$ cat config.mk
export PLATFORM = sky130hd
export DESIGN_NAME = spi_master_controller_core
export DESIGN_NICKNAME = d
export VERILOG_FILES = /design/src/hdl/smc_pkg.sv /design/src/hdl/spi_master_controller_core.sv
export VERILOG_INCLUDE_DIRS = /design/src /design/src/hdl
export SDC_FILE = /design/constraint.sdc
export NUM_CORES = 1
export LEC_CHECK = 0
export BUFFER_PORTS_ARGS = -buffer_cell sky130_fd_sc_hd__buf_4
export CAP_MARGIN = 0
export CORE_ASPECT_RATIO = 0.7
export CORE_MARGIN = 3
export CORE_UTILIZATION = 60
export DETAILED_ROUTE_END_ITERATION = 6
export GPL_TIMING_DRIVEN = 1
export PLACE_DENSITY = 0.87
export SETUP_SLACK_MARGIN = 0.15
export SLEW_MARGIN = 0
export SYNTH_ARGS = -nofsm -noshare
export SYNTH_HDL_FRONTEND = slang
export SYNTH_SLANG_ARGS = --single-unit
export TNS_END_PERCENT = 20
$ cat constraint.sdc
create_clock -name aclk -period 3.8 [get_ports aclk]
set_input_delay 0.76 -clock aclk [delete_from_list [all_inputs] [get_ports aclk]]
set_output_delay 0.76 -clock aclk [all_outputs]
set_load 0.005 [all_outputs]
$ cat src/hdl/spi_master_controller_core_assert.svh
// Assertion macros for the SPI master controller core.
// Used by spi_master_controller_core; expects aclk and aresetn in scope.
`ifndef SPI_MASTER_CONTROLLER_CORE_ASSERT_SVH
`define SPI_MASTER_CONTROLLER_CORE_ASSERT_SVH

// Same-cycle implication, checked at every clock edge out of reset.
`define SMC_ASSERT_NOW(lbl, ante, cons) \
    lbl: assert property (@(posedge aclk) disable iff (!aresetn) (ante) |-> (cons)) \
        else $error("SPI master controller check failed");

// Next-cycle implication, checked at every clock edge out of reset.
`define SMC_ASSERT_NEXT(lbl, ante, cons) \
    lbl: assert property (@(posedge aclk) disable iff (!aresetn) (ante) |=> (cons)) \
        else $error("SPI master controller check failed");

`endif

$ cat src/hdl/smc_pkg.sv
// Shared types and constants for the SPI master controller core.
// No dependencies.
package smc_pkg;

    localparam int unsigned WORD_W = 16;
    localparam int unsigned CFG_INDEX_W = 3;
    localparam int unsigned CFG_DATA_W = 3;

    localparam logic [1:0] REQ_IDLE  = 2'd0;
    localparam logic [1:0] REQ_WRITE = 2'd1;
    localparam logic [1:0] REQ_READ  = 2'd2;

    localparam logic [CFG_INDEX_W-1:0] CFG_ENABLE    = 3'd0;
    localparam logic [CFG_INDEX_W-1:0] CFG_PHASE     = 3'd1;
    localparam logic [CFG_INDEX_W-1:0] CFG_POLARITY  = 3'd2;
    localparam logic [CFG_INDEX_W-1:0] CFG_LSB_FIRST = 3'd3;
    localparam logic [CFG_INDEX_W-1:0] CFG_SIXTEEN   = 3'd4;
    localparam logic [CFG_INDEX_W-1:0] CFG_BAUD      = 3'd5;

    typedef struct packed {
        logic [1:0]        req_type;
        logic [WORD_W-1:0] write_data;
        logic              miso;
    } smc_in_t;

    typedef struct packed {
        logic              sclk;
        logic              mosi;
        logic              tx_empty;
        logic              rx_full;
        logic [WORD_W-1:0] read_data;
        logic              busy_res;
    } smc_out_t;

endpackage

$ cat src/hdl/spi_master_controller_core.sv
// SPI master controller core: bus requests, transmit/receive buffers and shifter.
// Depends on smc_pkg and spi_master_controller_core_assert.svh.
//
//   Channel  Ports                              Direction  Beat
//   input    s_valid s_ready s_data             in         one peripheral tick
//   result   m_valid m_ready m_data             out        line levels and status
//   config   cfg_valid cfg_ready cfg_index/data in         one register write
//
// Each input beat is one tick; a new beat is taken
// every cycle while the result register is empty or being drained.
// The result of a beat appears in the result register in the cycle after it is taken.
// A stalled result stops input acceptance; the engine advances only on input beats.
// Reset is synchronous and active low and clears all state and configuration but the result data.
// Configuration writes are always accepted and take effect on the next beat.
module spi_master_controller_core
    import smc_pkg::*;
(
    input  logic                   aclk,
    input  logic                   aresetn,
    input  logic                   s_valid,
    output logic                   s_ready,
    input  smc_in_t                s_data,
    output logic                   m_valid,
    input  logic                   m_ready,
    output smc_out_t               m_data,
    input  logic                   cfg_valid,
    output logic                   cfg_ready,
    input  logic [CFG_INDEX_W-1:0] cfg_index,
    input  logic [CFG_DATA_W-1:0]  cfg_data
);

`include "spi_master_controller_core_assert.svh"

    logic              enable_reg;
    logic              phase_reg;
    logic              polarity_reg;
    logic              lsb_first_reg;
    logic              sixteen_reg;
    logic [2:0]        baud_reg;

    logic [WORD_W-1:0] tx_hold_reg, tx_hold_next;
    logic              tx_hold_full_reg, tx_hold_full_next;
    logic [WORD_W-1:0] shift_out_reg, shift_out_next;
    logic [WORD_W-1:0] shift_in_reg, shift_in_next;
    logic [WORD_W-1:0] rx_hold_reg, rx_hold_next;
    logic              rx_hold_full_reg, rx_hold_full_next;
    logic [4:0]        bits_left_reg, bits_left_next;
    logic [7:0]        prescale_count_reg, prescale_count_next;
    logic              clock_level_reg, clock_level_next;
    logic              frame_active_reg, frame_active_next;

    logic              m_valid_reg;
    smc_out_t          m_data_reg, m_data_next;

    logic              s_accept;
    logic [WORD_W-1:0] frame_mask;
    logic [4:0]        frame_len;
    logic [7:0]        threshold;
    logic [7:0]        prescale_inc;
    logic [WORD_W-1:0] sampled;
    logic [WORD_W-1:0] advanced;
    logic [4:0]        bits_dec;
    logic [WORD_W-1:0] read_word;

    assign s_ready   = !m_valid_reg || m_ready;
    assign s_accept  = s_valid && s_ready;
    assign cfg_ready = 1'b1;
    assign m_valid   = m_valid_reg;
    assign m_data    = m_data_reg;

    assign frame_mask   = sixteen_reg ? 16'hFFFF : 16'h00FF;
    assign frame_len    = sixteen_reg ? 5'd16 : 5'd8;
    assign threshold    = 8'd1 << baud_reg;
    assign prescale_inc = prescale_count_reg + 8'd1;
    assign bits_dec     = (bits_left_reg != 5'd0) ? bits_left_reg - 5'd1 : 5'd0;

    always_comb begin
        if (lsb_first_reg) begin
            if (sixteen_reg) begin
                sampled = {s_data.miso, shift_in_reg[WORD_W-1:1]};
            end else begin
                sampled = {1'b0, shift_in_reg[WORD_W-1:9],
                           s_data.miso | shift_in_reg[8], shift_in_reg[7:1]};
            end
            advanced = {1'b0, shift_out_reg[WORD_W-1:1]};
        end else begin
            sampled  = {shift_in_reg[WORD_W-2:0], s_data.miso};
            advanced = {shift_out_reg[WORD_W-2:0], 1'b0};
        end
    end

    always_comb begin
        tx_hold_next        = tx_hold_reg;
        tx_hold_full_next   = tx_hold_full_reg;
        shift_out_next      = shift_out_reg;
        shift_in_next       = shift_in_reg;
        rx_hold_next        = rx_hold_reg;
        rx_hold_full_next   = rx_hold_full_reg;
        bits_left_next      = bits_left_reg;
        prescale_count_next = prescale_count_reg;
        clock_level_next    = clock_level_reg;
        frame_active_next   = frame_active_reg;
        read_word           = '0;

        case (s_data.req_type)
            REQ_WRITE: begin
                if (!tx_hold_full_reg) begin
                    tx_hold_next      = s_data.write_data;
                    tx_hold_full_next = 1'b1;
                end
            end
            REQ_READ: begin
                read_word         = rx_hold_reg;
                rx_hold_full_next = 1'b0;
            end
            default: begin
            end
        endcase

        if (!enable_reg) begin
            frame_active_next   = 1'b0;
            bits_left_next      = 5'd0;
            prescale_count_next = 8'd0;
            clock_level_next    = polarity_reg;
        end else if (!frame_active_reg) begin
            clock_level_next    = polarity_reg;
            prescale_count_next = 8'd0;
            if (tx_hold_full_next) begin
                shift_out_next    = tx_hold_next & frame_mask;
                tx_hold_full_next = 1'b0;
                shift_in_next     = '0;
                bits_left_next    = frame_len;
                frame_active_next = 1'b1;
            end
        end else if (prescale_inc >= threshold) begin
            prescale_count_next = 8'd0;
            clock_level_next    = !clock_level_reg;
            if (clock_level_reg == polarity_reg) begin
                if (!phase_reg) begin
                    shift_in_next = sampled;
                end else if (bits_left_reg != frame_len) begin
                    shift_out_next = advanced;
                end
            end else begin
                if (phase_reg) begin
                    shift_in_next = sampled;
                end
                bits_left_next = bits_dec;
                if (bits_dec == 5'd0) begin
                    rx_hold_next      = shift_in_next & frame_mask;
                    rx_hold_full_next = 1'b1;
                    frame_active_next = 1'b0;
                end else if (!phase_reg) begin
                    shift_out_next = advanced;
                end
            end
        end else begin
            prescale_count_next = prescale_inc;
        end

        m_data_next.sclk      = clock_level_next;
        m_data_next.mosi      = lsb_first_reg ? shift_out_next[0]
                              : (sixteen_reg ? shift_out_next[15] : shift_out_next[7]);
        m_data_next.tx_empty  = !tx_hold_full_next;
        m_data_next.rx_full   = rx_hold_full_next;
        m_data_next.read_data = read_word;
        m_data_next.busy_res  = frame_active_next;
    end

    always_ff @(posedge aclk) begin
        if (!aresetn) begin
            enable_reg         <= 1'b0;
            phase_reg          <= 1'b0;
            polarity_reg       <= 1'b0;
            lsb_first_reg      <= 1'b0;
            sixteen_reg        <= 1'b0;
            baud_reg           <= 3'd0;
            tx_hold_reg        <= '0;
            tx_hold_full_reg   <= 1'b0;
            shift_out_reg      <= '0;
            shift_in_reg       <= '0;
            rx_hold_reg        <= '0;
            rx_hold_full_reg   <= 1'b0;
            bits_left_reg      <= 5'd0;
            prescale_count_reg <= 8'd0;
            clock_level_reg    <= 1'b0;
            frame_active_reg   <= 1'b0;
            m_valid_reg        <= 1'b0;
        end else begin
            if (cfg_valid) begin
                case (cfg_index)
                    CFG_ENABLE:    enable_reg    <= cfg_data[0];
                    CFG_PHASE:     phase_reg     <= cfg_data[0];
                    CFG_POLARITY:  polarity_reg  <= cfg_data[0];
                    CFG_LSB_FIRST: lsb_first_reg <= cfg_data[0];
                    CFG_SIXTEEN:   sixteen_reg   <= cfg_data[0];
                    CFG_BAUD:      baud_reg      <= cfg_data;
                    default: begin
                    end
                endcase
            end
            if (s_accept) begin
                tx_hold_reg        <= tx_hold_next;
                tx_hold_full_reg   <= tx_hold_full_next;
                shift_out_reg      <= shift_out_next;
                shift_in_reg       <= shift_in_next;
                rx_hold_reg        <= rx_hold_next;
                rx_hold_full_reg   <= rx_hold_full_next;
                bits_left_reg      <= bits_left_next;
                prescale_count_reg <= prescale_count_next;
                clock_level_reg    <= clock_level_next;
                frame_active_reg   <= frame_active_next;
                m_valid_reg        <= 1'b1;
            end else if (m_ready) begin
                m_valid_reg <= 1'b0;
            end
        end
    end

    always_ff @(posedge aclk) begin
        if (s_accept) begin
            m_data_reg <= m_data_next;
        end
    end

    // A running frame always has bits left to shift.
    `SMC_ASSERT_NOW(a_frame_has_bits, frame_active_reg, bits_left_reg != 5'd0)
    // The prescaler never runs past the longest half period.
    `SMC_ASSERT_NOW(a_prescale_range, 1'b1, prescale_count_reg <= 8'd128)
    // A write beat to a free buffer is either held or already in the shifter.
    `SMC_ASSERT_NEXT(a_write_kept,
        s_accept && s_data.req_type == REQ_WRITE && !tx_hold_full_reg,
        tx_hold_full_reg || frame_active_reg)

endmodule
==> qor.tcl, run 1 <==
set qor(run_status) {complete, no violations}
set qor(crit_slowest_cell) {a311oi_1}
set qor(cts-buffers-inserted) 9
set qor(drive_above_1_share) 0.147
set qor(synthToLayoutAreaGrowth_pct) 12.7
set qor(syn_inst) 668
set qor(grt_pass1_vias) 4612
set qor(clock_tree_buf_depth) 2
set qor(routed_wire_per_std_cell_um) 16.6
set qor(synthMuxAreaShare) 0.117
set qor(routed_via_density) 6.12
set qor(drtPass1Iterations) 5
set qor(wl_met1_um) 6130
set qor(placementRows) 29
set qor(postSynthRegisterBits) 111
set qor(placedCellCount) 808
set qor(hold_path.startpoint) {rx_hold_reg[11]$_SDFFE_PN0P_}
set qor(hold_class) {reg -> reg}
set qor(rsz0062_at_grt) {true}
set qor(yosysWarnings) 0
set qor(insertedDiodeCount) 0
set qor(area_of_the_die_mm2) 0.0110
set qor(worst-path-buf-inv) 0
set qor(largest_family_of_logic_cells_by_synthesized_area) {simple AND/OR/NAND/NOR gates}
set qor(grt_util_all_layers) 0.257
set qor(finalHoldViolCount) 0
set qor(cell_internal_pwr_mw) 1.76
set qor(cap_violations) 0
set qor(dieWidth_um) 124
set qor(fillCellCount) 687
set qor(final.period_utilization) 0.930
set qor(clock_tree_root) {clkbuf_16}
set qor(clk-insertion-delay-late_ns) 0.36
set qor(fp.dieH_um) 88.5
set qor(max-slew-margin-rel) 0.455
set qor(timing.reg2reg.setup_slack_ns) 0.27
set qor(kind_of_capture_point_of_the_worst_setup_path) {register}
set qor(detailed_placement_hpwl_um) 9450
set qor(synth-adder-area-share) 0.0236
set qor(timing.fmax_ghz) 0.283
set qor(worst_r2r_path_depth) 11
set qor(largest_stage_delay_on_the_critical_path_ns) 0.49
set qor(wl_um) 13700
set qor(routed-wl-met2_um) 6180
set qor(grt_antenna_before_repair) 0
set qor(i_o_pin_count) 54
set qor(cp.arrival_ns) 3.62
set qor(leakagePower_nw) 2.28
set qor(worstReg2RegStart) {prescale_count_reg[2]$_SDFFE_PN0P_}
set qor(netSwitchingPower_uw) 588
set qor(tightestPinTransition_ns) 0.816
set qor(synth_edf_count) 21
set qor(clkPwrFrac) 0.398
set qor(mappedNetlistArea_mm2) 0.00584
set qor(critical_path.most_common_cell) {nand3_1}
set qor(clock_tree_from_tritoncts) {done}
set qor(routed-via-count) 5053
set qor(grt_max_degree) 48
set qor(share_of_total_power_consumed_by_net_switching) 0.250
set qor(avgSynthCellArea_um2) 8.74
set qor(combPwrFrac) 0.078
set qor(drv_slew) 0
set qor(critical-path-top-delay-family) {compound AO/OA/AOI/OAI gates}
set qor(worstHoldEndpoint) {rx_hold_reg[11]$_SDFFE_PN0P_}
set qor(min_period_ns) 3.53
set qor(crit_required_ns) 3.89
set qor(starting_utilization_of_the_core_area) 0.631
set qor(timing.clock.skew_ns) 0.0110
set qor(synth-compound-area-share) 0.185
set qor(seq_power_share) 0.524
set qor(yosys.cell_types.count) 63
set qor(xor_xnor_fraction_of_synth_area) 0.0135
set qor(power_per_cell_area_mw_per_mm2) 357
set qor(floorplan.core_area_mm2) 0.00925
set qor(finalSetupViolCount) 0
set qor(synth_top_area_frac) 0.309
set qor(path_max_fanout) 18
set qor(cp_cell_sequence) {nand3_1 -> nor2_1 -> nand3_1 -> xnor2_1 -> ha_1 -> and2_1 -> nand4_1 -> o32ai_4 -> o221ai_4 -> a311oi_1 -> o2111ai_1}
set qor(crit-reg2reg-capture) {m_data[19]$_DFFE_PP_}
set qor(cts.htree.levels) 3
set qor(detailed_router_s_first_iteration_violation_count) 456
set qor(largest_register_ff_count) 21
set qor(final_net_count) 737
set qor(place_congestion) 0.909
set qor(post_synth_main_area_contributors) {dfxtp_1 (31%), mux2i_1 (11%), edfxtp_1 (11%), a21oi_1 (6.5%), nand2_1 (6.4%)}
set qor(count_of_unresolved_drc_violations_after_routing) 0
set qor(holdPathStages) 2
set qor(asyncSetResetFlopFracSynth) 0
set qor(grt_overflow_total) 0
set qor(detailroute.wirelength.met3_um) 1180
set qor(port_buffers) 52
set qor(syn-num-nets) 709
set qor(setup_total_negative_slack_ns) 0
set qor(cts.clk_slew.worst_paths_ns) 0.08
set qor(vdd_ir_drop_max_uv) 273
set qor(global_route_wire_length_before_repair_um) 22400
set qor(synthDominantAreaCellType) {dfxtp_1}
set qor(routed.top_layer) {met4}
set qor(finish.cell_count_without_fillers) 825
set qor(yosys_most_used_dff) {dfxtp_1}
set qor(timing.critical_path.from_type) {register}
set qor(yosys.area_share.simple) 0.202
set qor(path_class) {reg -> reg}
set qor(clock_sink_count) 111
set qor(drt.antenna.violating_nets) 0
set qor(synth.yosys.seq_area_share) 0.417
## metal layers
metal,vias to the layer above,GRT usage
met5,-,0
met4,0,0.0814
met3,27,0.0722
met2,223,0.397
met1,2374,0.353
li1,2429,-
## worst max path at each step
stage / from / end / slack (ns) / cells past startpoint
after floorplan: prescale_count_reg[2]$_SDFFE_PN0P_ / m_data[19]$_DFFE_PP_ / 0.90 / 11
after global placement: prescale_count_reg[2]$_SDFFE_PN0P_ / shift_out_reg[4]$_SDFFE_PN0P_ / 0.54 / 12
after detailed placement: prescale_count_reg[2]$_SDFFE_PN0P_ / shift_out_reg[3]$_SDFFE_PN0P_ / 0.34 / 12
after CTS: prescale_count_reg[2]$_SDFFE_PN0P_ / shift_out_reg[3]$_SDFFE_PN0P_ / 0.32 / 12
after global routing: prescale_count_reg[2]$_SDFFE_PN0P_ / m_data[19]$_DFFE_PP_ / 0.008 / 11
final: prescale_count_reg[2]$_SDFFE_PN0P_ / m_data[19]$_DFFE_PP_ / 0.27 / 11
## layout by cell type, fill, tap and decap left out, types with 3 or more instances in the layout
cell type,instances
xor2_1,4
nand4_1,5
o21ai_1,7
or2_2,8
nor2b_1,5
buf_4,62
clkbuf_16,9
nor2_1,42
xnor2_1,4
nand2_1,100
inv_1,7
o2111ai_1,3
and2_1,19
a22oi_1,7
nor3_1,4
edfxtp_1,21
ha_1,11
a31oi_1,3
or3_1,9
nand2b_1,9
dfxtp_1,89
a21oi_1,76
o22a_1,13
nand3b_1,6
mux2i_1,67
nand3_1,23
o21ai_0,37
## kinds of logic (layout without fill, tap and decap cells)
kind of cell | Yosys count | after routing
DFF | 111 | 111
AOI/OAI and AO/OA | 170 | 171
xor gates and xnor gates | 9 | 9
muxes | 68 | 68
other | 1 | 1
adders and majority gates | 11 | 11
and+or+nand+nor | 243 | 243
buffers and inverters | 55 | 87
## cells in the mapped netlist, types with 2 or more instances
library cell	number
buf_4	3
o2111ai_1	3
nand2_1	100
or3b_2	2
buf_1	3
nand2b_1	9
and2_1	19
nand3_1	23
xor2_1	5
dfxtp_1	90
o21a_1	2
o22a_1	13
ha_1	11
o22ai_1	2
a31oi_1	3
clkbuf_1	28
or2_2	8
nand4_1	5
o21ai_0	37
o211ai_1	2
nand3b_1	6
inv_1	7
a311oi_1	2
edfxtp_1	21
nor3_1	4
nor3b_1	2
buf_2	11
nor2_1	42
a21oi_1	76
xnor2_1	4
or3_1	9
nor2b_1	6
mux2i_1	67
inv_2	2
a22oi_1	7
o21ai_1	7
## power groups by stage
stage | clock [mW] | sequential, mW | combinational (mW)
global placement | 0 | 1.26 | 0.176
floorplan | 0 | 1.25 | 0.108
global route | 0.998 | 1.23 | 0.200
finish | 0.934 | 1.23 | 0.184
CTS | 0.949 | 1.23 | 0.181
detailed placement | 0 | 1.26 | 0.181
## per-stage QoR
stage / hold slack, ns / cell area, µm² / setup WS, ns / total power [mW] / utilization
3_5_place_dp: 0.445 / 6260 / 0.342 / 1.44 / 0.677
4_1_cts: 0.456 / 6560 / 0.322 / 2.36 / 0.709
2_1_floorplan: 0.427 / 5840 / 0.903 / 1.36 / -
3_3_place_gp: 0.436 / 6260 / 0.542 / 1.43 / 0.677
5_1_grt: 0.473 / 6580 / 0.00772 / 2.43 / 0.711
6_report: 0.452 / 6580 / 0.268 / 2.35 / 0.711
## cell type report
class / count / area, µm² / share of cell area
Multi-Input combinational cell: 503 / 3190 / 0.485
Sequential cell: 111 / 2430 / 0.370
Timing Repair Buffer: 62 / 465 / 0.0708
Clock buffer: 9 / 225 / 0.0342
Tap cell: 124 / 155 / 0.0236
Clock inverter: 7 / 73.8 / 0.0112
Inverter: 9 / 33.8 / 0.00514
## tightest hold or removal path: cells and delay by family, from the launching register on
kind	cells	cell delay [ns]
DFF	1	0.31
AOI/OAI and AO/OA	1	0.05
and+or+nand+nor	1	0.05
## timing repair
action | in CTS | in global routing
hold buffers | 0 | 0
buffers inserted | 0 | 0
endpoints found under the setup margin | 0 | 17
gates resized for setup | 0 | 1
Note: power is estimated with default switching activity, not from simulation.
==> inputs of run 2 (changes only) <==
--- a/config.mk
+++ b/config.mk
@@ -6,6 +6,7 @@
 export SDC_FILE = /design/constraint.sdc
 export NUM_CORES = 1
 export LEC_CHECK = 0
+export ABC_AREA = 1
 export BUFFER_PORTS_ARGS = -buffer_cell sky130_fd_sc_hd__buf_4
 export CAP_MARGIN = 0
 export CORE_ASPECT_RATIO = 0.7
==> run 2 against run 1 <==
Final cell count is 18% higher; clock power is 4.2% higher; count of clock-buffer cells in the layout stayed put; largest power group unchanged; largest cell class unchanged; critical endpoint is now rx_hold_reg[8]$_SDFFE_PN0P_.
==> qor.tcl, run 2 <==
set qor(clock_tree_root) {clkbuf_16} ;# unchanged
set qor(grt_util_all_layers) 0.265 ;# was 0.257
set qor(fin_util) 0.711 ;# about the same
set qor(hold_class) {reg -> reg} ;# unchanged
set qor(detailed_placement_hpwl_um) 10000 ;# was 9450 µm
set qor(finalHoldViolCount) 0 ;# unchanged
set qor(drtPass1Iterations) 6 ;# was 5
set qor(cp.arrival_ns) 3.46 ;# was 3.62 ns
set qor(synth.yosys.seq_area_share) 0.410 ;# was 0.417
set qor(timing.fmax_ghz) 0.311 ;# was 0.283 GHz
set qor(fp.dieH_um) 89.2 ;# was 88.5 µm
set qor(mappedNetlistArea_mm2) 0.00593 ;# was 0.00584 mm²
set qor(avgSynthCellArea_um2) 7.30 ;# was 8.74 µm²
set qor(yosys.cell_count.top_type) {nand2_1} ;# unchanged
set qor(min_period_ns) 3.21 ;# was 3.53 ns
set qor(timing.critical_path.from_type) {register} ;# unchanged
set qor(largest_register_ff_count) 21 ;# unchanged
set qor(clock_tree_from_tritoncts) {done} ;# unchanged
set qor(worstHoldEndpoint) {rx_hold_reg[8]$_SDFFE_PN0P_} ;# was rx_hold_reg[11]$_SDFFE_PN0P_
set qor(placementRows) 29 ;# unchanged
set qor(port_buffers) 52 ;# unchanged
set qor(yosys_most_used_dff) {dfxtp_1} ;# unchanged
set qor(cts-buffers-inserted) 9 ;# unchanged
set qor(final_area_mm2) 0.00663 ;# was 0.00658 mm²
set qor(power_per_cell_area_mw_per_mm2) 381 ;# was 357 mW/mm²
set qor(clock_sink_count) 111 ;# unchanged
set qor(postSynthRegisterBits) 111 ;# unchanged
set qor(drive_above_1_share) 0.138 ;# was 0.147
set qor(post_synth_main_area_contributors) {dfxtp_1 (30%), o21ai_0 (11%), edfxtp_1 (11%), nand2_1 (8.3%), inv_1 (7.8%)} ;# was dfxtp_1 (31%), mux2i_1 (11%), edfxtp_1 (11%), a21oi_1 (6.5%), nand2_1 (6.4%)
set qor(finish.cell_count_without_fillers) 970 ;# was 825
set qor(wl_um) 14700 ;# was 13700 µm
set qor(max-slew-margin-rel) 0.250 ;# was 0.455
set qor(area_of_the_die_mm2) 0.0111 ;# was 0.0110 mm²
set qor(i_o_pin_count) 54 ;# unchanged
set qor(global_route_wire_length_before_repair_um) 24100 ;# was 22400 µm
set qor(yosys.cell_types.count) 45 ;# was 63
set qor(critical_path.most_common_cell) {nand3b_1} ;# was nand3_1
set qor(synth_top_area_frac) 0.304 ;# was 0.309
set qor(grt_antenna_before_repair) 0 ;# unchanged
set qor(synth_edf_count) 21 ;# unchanged
set qor(rsz0062_at_grt) {false} ;# was true
set qor(dpl_cell_area_mm2) 0.00633 ;# was 0.00626 mm²
set qor(floorplan.core_area_mm2) 0.00933 ;# was 0.00925 mm²
set qor(asyncSetResetFlopFracSynth) 0 ;# unchanged
set qor(clock_tree_buf_depth) 2 ;# unchanged
set qor(drt.antenna.violating_nets) 0 ;# unchanged
set qor(run_status) {complete, no violations} ;# unchanged
set qor(final_net_count) 882 ;# was 737
set qor(crit_required_ns) 4.04 ;# was 3.89 ns
set qor(insertedDiodeCount) 0 ;# unchanged
set qor(path_class) {reg -> reg} ;# unchanged
set qor(post_synth_most_frequent_cells) {nand2_1 (132), o21ai_0 (129), inv_1 (124), dfxtp_1 (90), a21oi_1 (65)} ;# was nand2_1 (100), dfxtp_1 (90), a21oi_1 (76), mux2i_1 (67), nor2_1 (42)
set qor(leading_cell_types_in_the_layout_fill_and_taps_excluded) {nand2_1 (132), o21ai_0 (129), inv_1 (124), dfxtp_1 (90), a21oi_1 (65)} ;# was nand2_1 (100), dfxtp_1 (89), a21oi_1 (76), mux2i_1 (67), buf_4 (62)
set qor(cts-resized-gates) 0 ;# unchanged
set qor(yosysWarnings) 0 ;# unchanged
set qor(post_cts_hold_buffer_count) 0 ;# unchanged
set qor(worst_r2r_path_depth) 14 ;# was 11
set qor(grt_max_degree) 55 ;# was 48
set qor(leakagePower_nw) 2.64 ;# was 2.28 nW
set qor(finalSetupViolCount) 0 ;# unchanged
set qor(tightestPinTransition_ns) 1.13 ;# was 0.816 ns
set qor(starting_utilization_of_the_core_area) 0.636 ;# was 0.631
set qor(worst_setup_path_startpoint) {prescale_count_reg[0]$_SDFFE_PN0P_} ;# was prescale_count_reg[2]$_SDFFE_PN0P_
set qor(cp_cell_sequence) {nand3_1 -> nand3b_1 -> nand3b_1 -> xnor2_1 -> ha_1 -> nand2_1 -> nor2_1 -> nand4_1 -> nand3_2 -> nand3_4 -> nor3_4 -> inv_2 -> o21ai_0 -> a21oi_1} ;# was nand3_1 -> nor2_1 -> nand3_1 -> xnor2_1 -> ha_1 -> and2_1 -> nand4_1 -> o32ai_4 -> o221ai_4 -> a311oi_1 -> o2111ai_1
set qor(routed-via-count) 5555 ;# was 5053
set qor(drv_slew) 0 ;# unchanged
set qor(placedCellCount) 954 ;# was 808
set qor(kind_of_capture_point_of_the_worst_setup_path) {register} ;# unchanged
set qor(grt_pass1_vias) 4999 ;# was 4612
set qor(crit_slowest_cell) {nor3_4} ;# was a311oi_1
set qor(holdPathStages) 2 ;# unchanged
set qor(setup_total_negative_slack_ns) 0 ;# unchanged
set qor(vdd_ir_drop_max_uv) 311 ;# was 273 µV
set qor(final.period_utilization) 0.845 ;# was 0.930
set qor(mostFrequentLayoutCell) {nand2_1} ;# unchanged
set qor(critical-path-top-delay-family) {simple AND/OR/NAND/NOR gates} ;# was compound AO/OA/AOI/OAI gates
set qor(detailed_router_s_first_iteration_violation_count) 669 ;# was 456
set qor(routed_via_density) 5.73 ;# was 6.12
set qor(largest_stage_delay_on_the_critical_path_ns) 0.54 ;# was 0.49 ns
set qor(routed_wire_per_std_cell_um) 15.1 ;# was 16.6 µm
set qor(worst-path-buf-inv) 1 ;# was 0
set qor(dieWidth_um) 125 ;# was 124 µm
set qor(timing.clock.skew_ns) 0.0103 ;# was 0.0110 ns
set qor(syn-num-nets) 854 ;# was 709
set qor(cts.htree.levels) 3 ;# unchanged
set qor(syn_inst) 813 ;# was 668
set qor(crit-reg2reg-capture) {rx_hold_reg[8]$_SDFFE_PN0P_} ;# was m_data[19]$_DFFE_PP_
set qor(place_congestion) 0.894 ;# was 0.909
set qor(post-cts-setup-buffers) 0 ;# unchanged
set qor(cts.clk_slew.worst_paths_ns) 0.07 ;# was 0.08 ns
set qor(hold_path.startpoint) {rx_hold_reg[8]$_SDFFE_PN0P_} ;# was rx_hold_reg[11]$_SDFFE_PN0P_
set qor(cap_violations) 0 ;# unchanged
set qor(synthDominantAreaCellType) {dfxtp_1} ;# unchanged
set qor(grt_overflow_total) 0 ;# unchanged
set qor(synthToLayoutAreaGrowth_pct) 11.8 ;# was 12.7%
set qor(path_max_fanout) 19 ;# was 18
set qor(timing.reg2reg.setup_slack_ns) 0.59 ;# was 0.27 ns
set qor(worstReg2RegStart) {prescale_count_reg[0]$_SDFFE_PN0P_} ;# was prescale_count_reg[2]$_SDFFE_PN0P_
set qor(count_of_unresolved_drc_violations_after_routing) 0 ;# unchanged
set qor(clk-insertion-delay-late_ns) 0.36 ;# about the same
[run 2: cell count changes after synthesis, sizes merged, moves of 13 or more]
cell,delta
o22a,-13
o21ai,+94
mux2i,-67
nand2,+37
nor2,+32
a211oi,+22
inv,+120
and2,-19
o22ai,+15
[run 2: worst max path at each step]
stage                             endpoint  depth (start not counted)
5_1_grt        rx_hold_reg[8]$_SDFFE_PN0P_                         14
3_3_place_gp   rx_hold_reg[8]$_SDFFE_PN0P_                         14
3_5_place_dp   rx_hold_reg[8]$_SDFFE_PN0P_                         14
6_report       rx_hold_reg[8]$_SDFFE_PN0P_                         14
2_1_floorplan         m_data[19]$_DFFE_PP_                         17
4_1_cts        rx_hold_reg[8]$_SDFFE_PN0P_                         14
[run 2: logic make-up after synthesis]
kind of cell | after synthesis | share of synthesized area
compound gates | 258 | 0.250
buf+inv | 172 | 0.116
simple gates | 253 | 0.188
fa+ha+maj | 11 | 0.0232
xor+xnor | 7 | 0.0116
other cells | 1 | 0.000632
flops | 111 | 0.410
[run 2: where the power goes]
group	switching [mW]	internal [mW]
Combinational	0.194	0.103
Clock	0.452	0.521
Sequential	0.0238	1.23
Total	0.669	1.86
[run 2: routing by layer]
layer,up-vias,part of all wire,global-route usage
met5,-,0,0
met4,0,0.016,0.0709
met2,272,0.45,0.433
li1,2737,-,-
met3,27,0.089,0.0657
met1,2519,0.45,0.358
[run 2: tightest hold or removal path, cell delays in order (launching register included)]
cell and delay (ns):
dfxtp_1 0.30, inv_1 0.06, a21oi_1 0.06
[run 2: layout make-up]
| class | instances | area (µm²) |
|---|---|---|
| Sequential cell | 111 | 2430 |
| Clock buffer | 9 | 225 |
| Timing Repair Buffer | 59 | 443 |
| Clock inverter | 7 | 77.6 |
| Inverter | 130 | 488 |
| Tap cell | 124 | 155 |
| Fill cell | 707 | 2690 |
| Multi-Input combinational cell | 530 | 2810 |
[run 2: per-stage QoR]
step	hold slack [ns]	setup WS, ns	power, mW
floorplan	0.430	1.15	1.48
global placement	0.448	0.845	1.56
detailed placement	0.449	0.619	1.57
CTS	0.459	0.605	2.53
global route	0.485	0.283	2.62
finish	0.468	0.589	2.53
==> inputs of run 3 (changes only) <==
--- a/config.mk
+++ b/config.mk
@@ -11,10 +11,10 @@
 export CAP_MARGIN = 0
 export CORE_ASPECT_RATIO = 0.7
 export CORE_MARGIN = 3
-export CORE_UTILIZATION = 60
+export CORE_UTILIZATION = 54
 export DETAILED_ROUTE_END_ITERATION = 6
 export GPL_TIMING_DRIVEN = 1
-export PLACE_DENSITY = 0.87
+export PLACE_DENSITY = 0.83
 export SETUP_SLACK_MARGIN = 0.15
 export SLEW_MARGIN = 0
 export SYNTH_ARGS = -nofsm -noshare
==> constraint.sdc (replaced) <==
create_clock -name aclk -period 2.9 [get_ports aclk]
set_input_delay 0.58 -clock aclk [delete_from_list [all_inputs] [get_ports aclk]]
set_output_delay 0.58 -clock aclk [all_outputs]
set_load 0.005 [all_outputs]
==> run 3 against run 2 <==
First-iteration DRC count shrank 34%; via count fell by 2.7%; combinational power rose by 35%; wire length decreased by 8.3%; sequential share of layout area fell by 1.6 points; fmax increased by 18%; utilization decreased by 5.0 points; cell area grew 4.8%; clock skew about the same; setup slack got worse by 0.42 ns; total power grew 31%; critical endpoint is now shift_out_reg[9]$_SDFFE_PN0P_; highest routed layer unchanged.
==> qor.tcl, run 3 (synthesized netlist as in run 2, its figures left out) <==
set qor(timing.fmax_ghz) 0.366 ;# was 0.311 GHz
set qor(clock_tree_from_tritoncts) {done} ;# unchanged
set qor(rsz0062_at_grt) {true} ;# was false
set qor(dpl_cell_area_mm2) 0.00643 ;# was 0.00633 mm²
set qor(detailed_placement_hpwl_um) 8920 ;# was 10000 µm
set qor(area_of_the_die_mm2) 0.0123 ;# was 0.0111 mm²
set qor(grt_overflow_total) 0 ;# unchanged
set qor(kind_of_capture_point_of_the_worst_setup_path) {register} ;# unchanged
set qor(synthToLayoutAreaGrowth_pct) 17.2 ;# was 11.8%
set qor(hold_class) {reg -> reg} ;# unchanged
set qor(crit_required_ns) 3.17 ;# was 4.04 ns
set qor(placementRows) 31 ;# was 29
set qor(drt.antenna.violating_nets) 0 ;# unchanged
set qor(cts.htree.levels) 3 ;# unchanged
set qor(largest_register_ff_count) 21 ;# unchanged
set qor(cap_violations) 0 ;# unchanged
set qor(worst-path-buf-inv) 2 ;# was 1
set qor(port_buffers) 52 ;# unchanged
set qor(max-slew-margin-rel) 0.554 ;# was 0.250
set qor(fillCellCount) 874 ;# was 707
set qor(power_per_cell_area_mw_per_mm2) 475 ;# was 381 mW/mm²
set qor(detailed_router_s_first_iteration_violation_count) 442 ;# was 669
set qor(place_congestion) 0.911 ;# was 0.894
set qor(grt_antenna_before_repair) 0 ;# unchanged
set qor(cts.clk_slew.worst_paths_ns) 0.08 ;# was 0.07 ns
set qor(drv_slew) 0 ;# unchanged
set qor(wl_um) 13500 ;# was 14700 µm
set qor(run_status) {complete, no violations} ;# unchanged
set qor(worst_r2r_path_depth) 16 ;# was 14
set qor(cp_cell_sequence) {nand3_4 -> nand3b_1 -> nand3b_1 -> xnor2_2 -> ha_1 -> nand2_2 -> nor2_4 -> nand4_1 -> nand3_2 -> nand2_2 -> inv_4 -> nand2_8 -> buf_12 -> o21ai_0 -> nor2_2 -> a211oi_2} ;# was nand3_1 -> nand3b_1 -> nand3b_1 -> xnor2_1 -> ha_1 -> nand2_1 -> nor2_1 -> nand4_1 -> nand3_2 -> nand3_4 -> nor3_4 -> inv_2 -> o21ai_0 -> a21oi_1
set qor(critical_path.endpoint) {shift_out_reg[9]$_SDFFE_PN0P_} ;# was rx_hold_reg[8]$_SDFFE_PN0P_
set qor(i_o_pin_count) 54 ;# unchanged
set qor(global_route_wire_length_before_repair_um) 22200 ;# was 24100 µm
set qor(path_max_fanout) 9 ;# was 19
set qor(routed-via-count) 5406 ;# was 5555
set qor(clock_sink_count) 111 ;# unchanged
set qor(grt_pass1_vias) 4730 ;# was 4999
set qor(critical-path-top-delay-family) {simple AND/OR/NAND/NOR gates} ;# unchanged
set qor(finalSetupViolCount) 0 ;# unchanged
set qor(seq_area_mm2) 0.00244 ;# was 0.00243 mm²
set qor(setup_total_negative_slack_ns) 0 ;# unchanged
set qor(insertedDiodeCount) 0 ;# unchanged
set qor(largest_stage_delay_on_the_critical_path_ns) 0.38 ;# was 0.54 ns
set qor(final_net_count) 898 ;# was 882
set qor(floorplan.core_area_mm2) 0.0105 ;# was 0.00933 mm²
set qor(worst_setup_path_startpoint) {prescale_count_reg[0]$_SDFFE_PN0P_} ;# unchanged
set qor(cp.arrival_ns) 3.00 ;# was 3.46 ns
set qor(crit-reg2reg-capture) {shift_out_reg[9]$_SDFFE_PN0P_} ;# was rx_hold_reg[8]$_SDFFE_PN0P_
set qor(clock_tree_root) {clkbuf_16} ;# unchanged
set qor(dieWidth_um) 131 ;# was 125 µm
set qor(count_of_unresolved_drc_violations_after_routing) 0 ;# unchanged
set qor(post_cts_hold_buffer_count) 0 ;# unchanged
set qor(finish.cell_count_without_fillers) 1010 ;# was 970
set qor(cp.depth) 16 ;# was 14
set qor(drtPass1Iterations) 5 ;# was 6
set qor(grt_util_all_layers) 0.216 ;# was 0.265
set qor(tightestPinTransition_ns) 0.668 ;# was 1.13 ns
set qor(grt_max_degree) 64 ;# was 55
set qor(fp.dieH_um) 93.7 ;# was 89.2 µm
set qor(clk-insertion-delay-late_ns) 0.36 ;# about the same
set qor(timing.reg2reg.setup_slack_ns) 0.17 ;# was 0.59 ns
set qor(worstReg2RegStart) {prescale_count_reg[0]$_SDFFE_PN0P_} ;# unchanged
set qor(path_class) {reg -> reg} ;# unchanged
set qor(finalHoldViolCount) 0 ;# unchanged
set qor(mostFrequentLayoutCell) {nand2_1} ;# unchanged
set qor(crit_slowest_cell) {dfxtp_4} ;# was nor3_4
set qor(routed_wire_per_std_cell_um) 13.3 ;# was 15.1 µm
set qor(final_area_mm2) 0.00696 ;# was 0.00663 mm²
set qor(starting_utilization_of_the_core_area) 0.565 ;# was 0.636
set qor(vdd_ir_drop_max_uv) 299 ;# was 311 µV
set qor(final.period_utilization) 0.941 ;# was 0.845
set qor(timing.clock.skew_ns) 0.0107 ;# was 0.0103 ns
set qor(routed_via_density) 5.35 ;# was 5.73
set qor(timing.critical_path.from_type) {register} ;# unchanged
set qor(min_period_ns) 2.73 ;# was 3.21 ns
set qor(placedCellCount) 984 ;# was 954
set qor(clock_tree_buf_depth) 2 ;# unchanged
set qor(multi_input_area_mm2) 0.00291 ;# was 0.00281 mm²
set qor(leakagePower_nw) 2.75 ;# was 2.64 nW
set qor(leading_cell_types_in_the_layout_fill_and_taps_excluded) {nand2_1 (128), o21ai_0 (125), inv_1 (122), dfxtp_1 (87), buf_4 (69)} ;# was nand2_1 (132), o21ai_0 (129), inv_1 (124), dfxtp_1 (90), a21oi_1 (65)
set qor(cts-buffers-inserted) 9 ;# unchanged
set qor(drive_above_1_share) 0.180 ;# was 0.138
==> run 3: worst reg2reg max path, cell delays in order, from the launching register on <==
cell,delay (ns)
dfxtp_4,0.38
nand3_4,0.08
nand3b_1,0.17
nand3b_1,0.21
xnor2_2,0.17
ha_1,0.31
nand2_2,0.08
nor2_4,0.08
nand4_1,0.12
nand3_2,0.15
nand2_2,0.11
inv_4,0.12
nand2_8,0.07
buf_12,0.14
o21ai_0,0.25
nor2_2,0.07
a211oi_2,0.15
==> run 3: metrics by stage <==
stage | hold slack (ns) | total power, mW | utilization | worst slack [ns]
after floorplan | 0.430 | 1.94 | - | 0.251
after global placement | 0.444 | 2.05 | 0.612 | 0.172
after detailed placement | 0.450 | 2.06 | 0.612 | 0.0479
after CTS | 0.462 | 3.31 | 0.643 | 0.168
after global routing | 0.490 | 3.43 | 0.662 | 0.00207
final | 0.458 | 3.30 | 0.662 | 0.170
==> run 3: area by class of cell <==
class / count / share of cell area
Sequential cell: 111 / 0.351
Tap cell: 148 / 0.0266
Clock buffer: 9 / 0.0324
Timing Repair Buffer: 75 / 0.0885
Multi-Input combinational cell: 530 / 0.418
Inverter: 130 / 0.0709
Clock inverter: 7 / 0.0126
==> run 3: worst min path at each step <==
stage / startpoint / end / slack, ns / cells past startpoint
detailed placement: rx_hold_reg[14]$_SDFFE_PN0P_ / rx_hold_reg[14]$_SDFFE_PN0P_ / 0.45 / 2
CTS: rx_hold_reg[14]$_SDFFE_PN0P_ / rx_hold_reg[14]$_SDFFE_PN0P_ / 0.46 / 2
global placement: rx_hold_reg[14]$_SDFFE_PN0P_ / rx_hold_reg[14]$_SDFFE_PN0P_ / 0.44 / 2
global route: shift_in_reg[15]$_SDFFE_PN0P_ / shift_in_reg[15]$_SDFFE_PN0P_ / 0.49 / 2
floorplan: rx_hold_reg[8]$_SDFFE_PN0P_ / rx_hold_reg[8]$_SDFFE_PN0P_ / 0.43 / 2
finish: rx_hold_reg[14]$_SDFFE_PN0P_ / rx_hold_reg[14]$_SDFFE_PN0P_ / 0.46 / 2
==> run 3: layer usage <==
| metal | wire length (µm) | track usage | part of all wire | vias to the layer above |
|---|---|---|---|---|
| li1 | - | - | - | 2774 |
| met1 | 6500 | 0.311 | 0.48 | 2424 |
| met2 | 5900 | 0.336 | 0.44 | 190 |
| met3 | 865 | 0.0412 | 0.064 | 18 |
| met4 | 200 | 0.0559 | 0.015 | 0 |
| met5 | 0 | 0 | 0 | - |
==> run 3: what timing repair did <==
item / CTS / global route
pin swaps: 1 / 12
endpoints found under the setup margin: 25 / 63
gates cloned: 0 / 1
resized for setup: 6 / 32
buffers inserted: 1 / 8
==> run 3: report_power, final <==
| group | total (mW) | internal, mW | switching (mW) |
|---|---|---|---|
| Clock | 1.26 | 0.621 | 0.639 |
| Sequential | 1.64 | 1.62 | 0.0259 |
| Combinational | 0.401 | 0.146 | 0.254 |
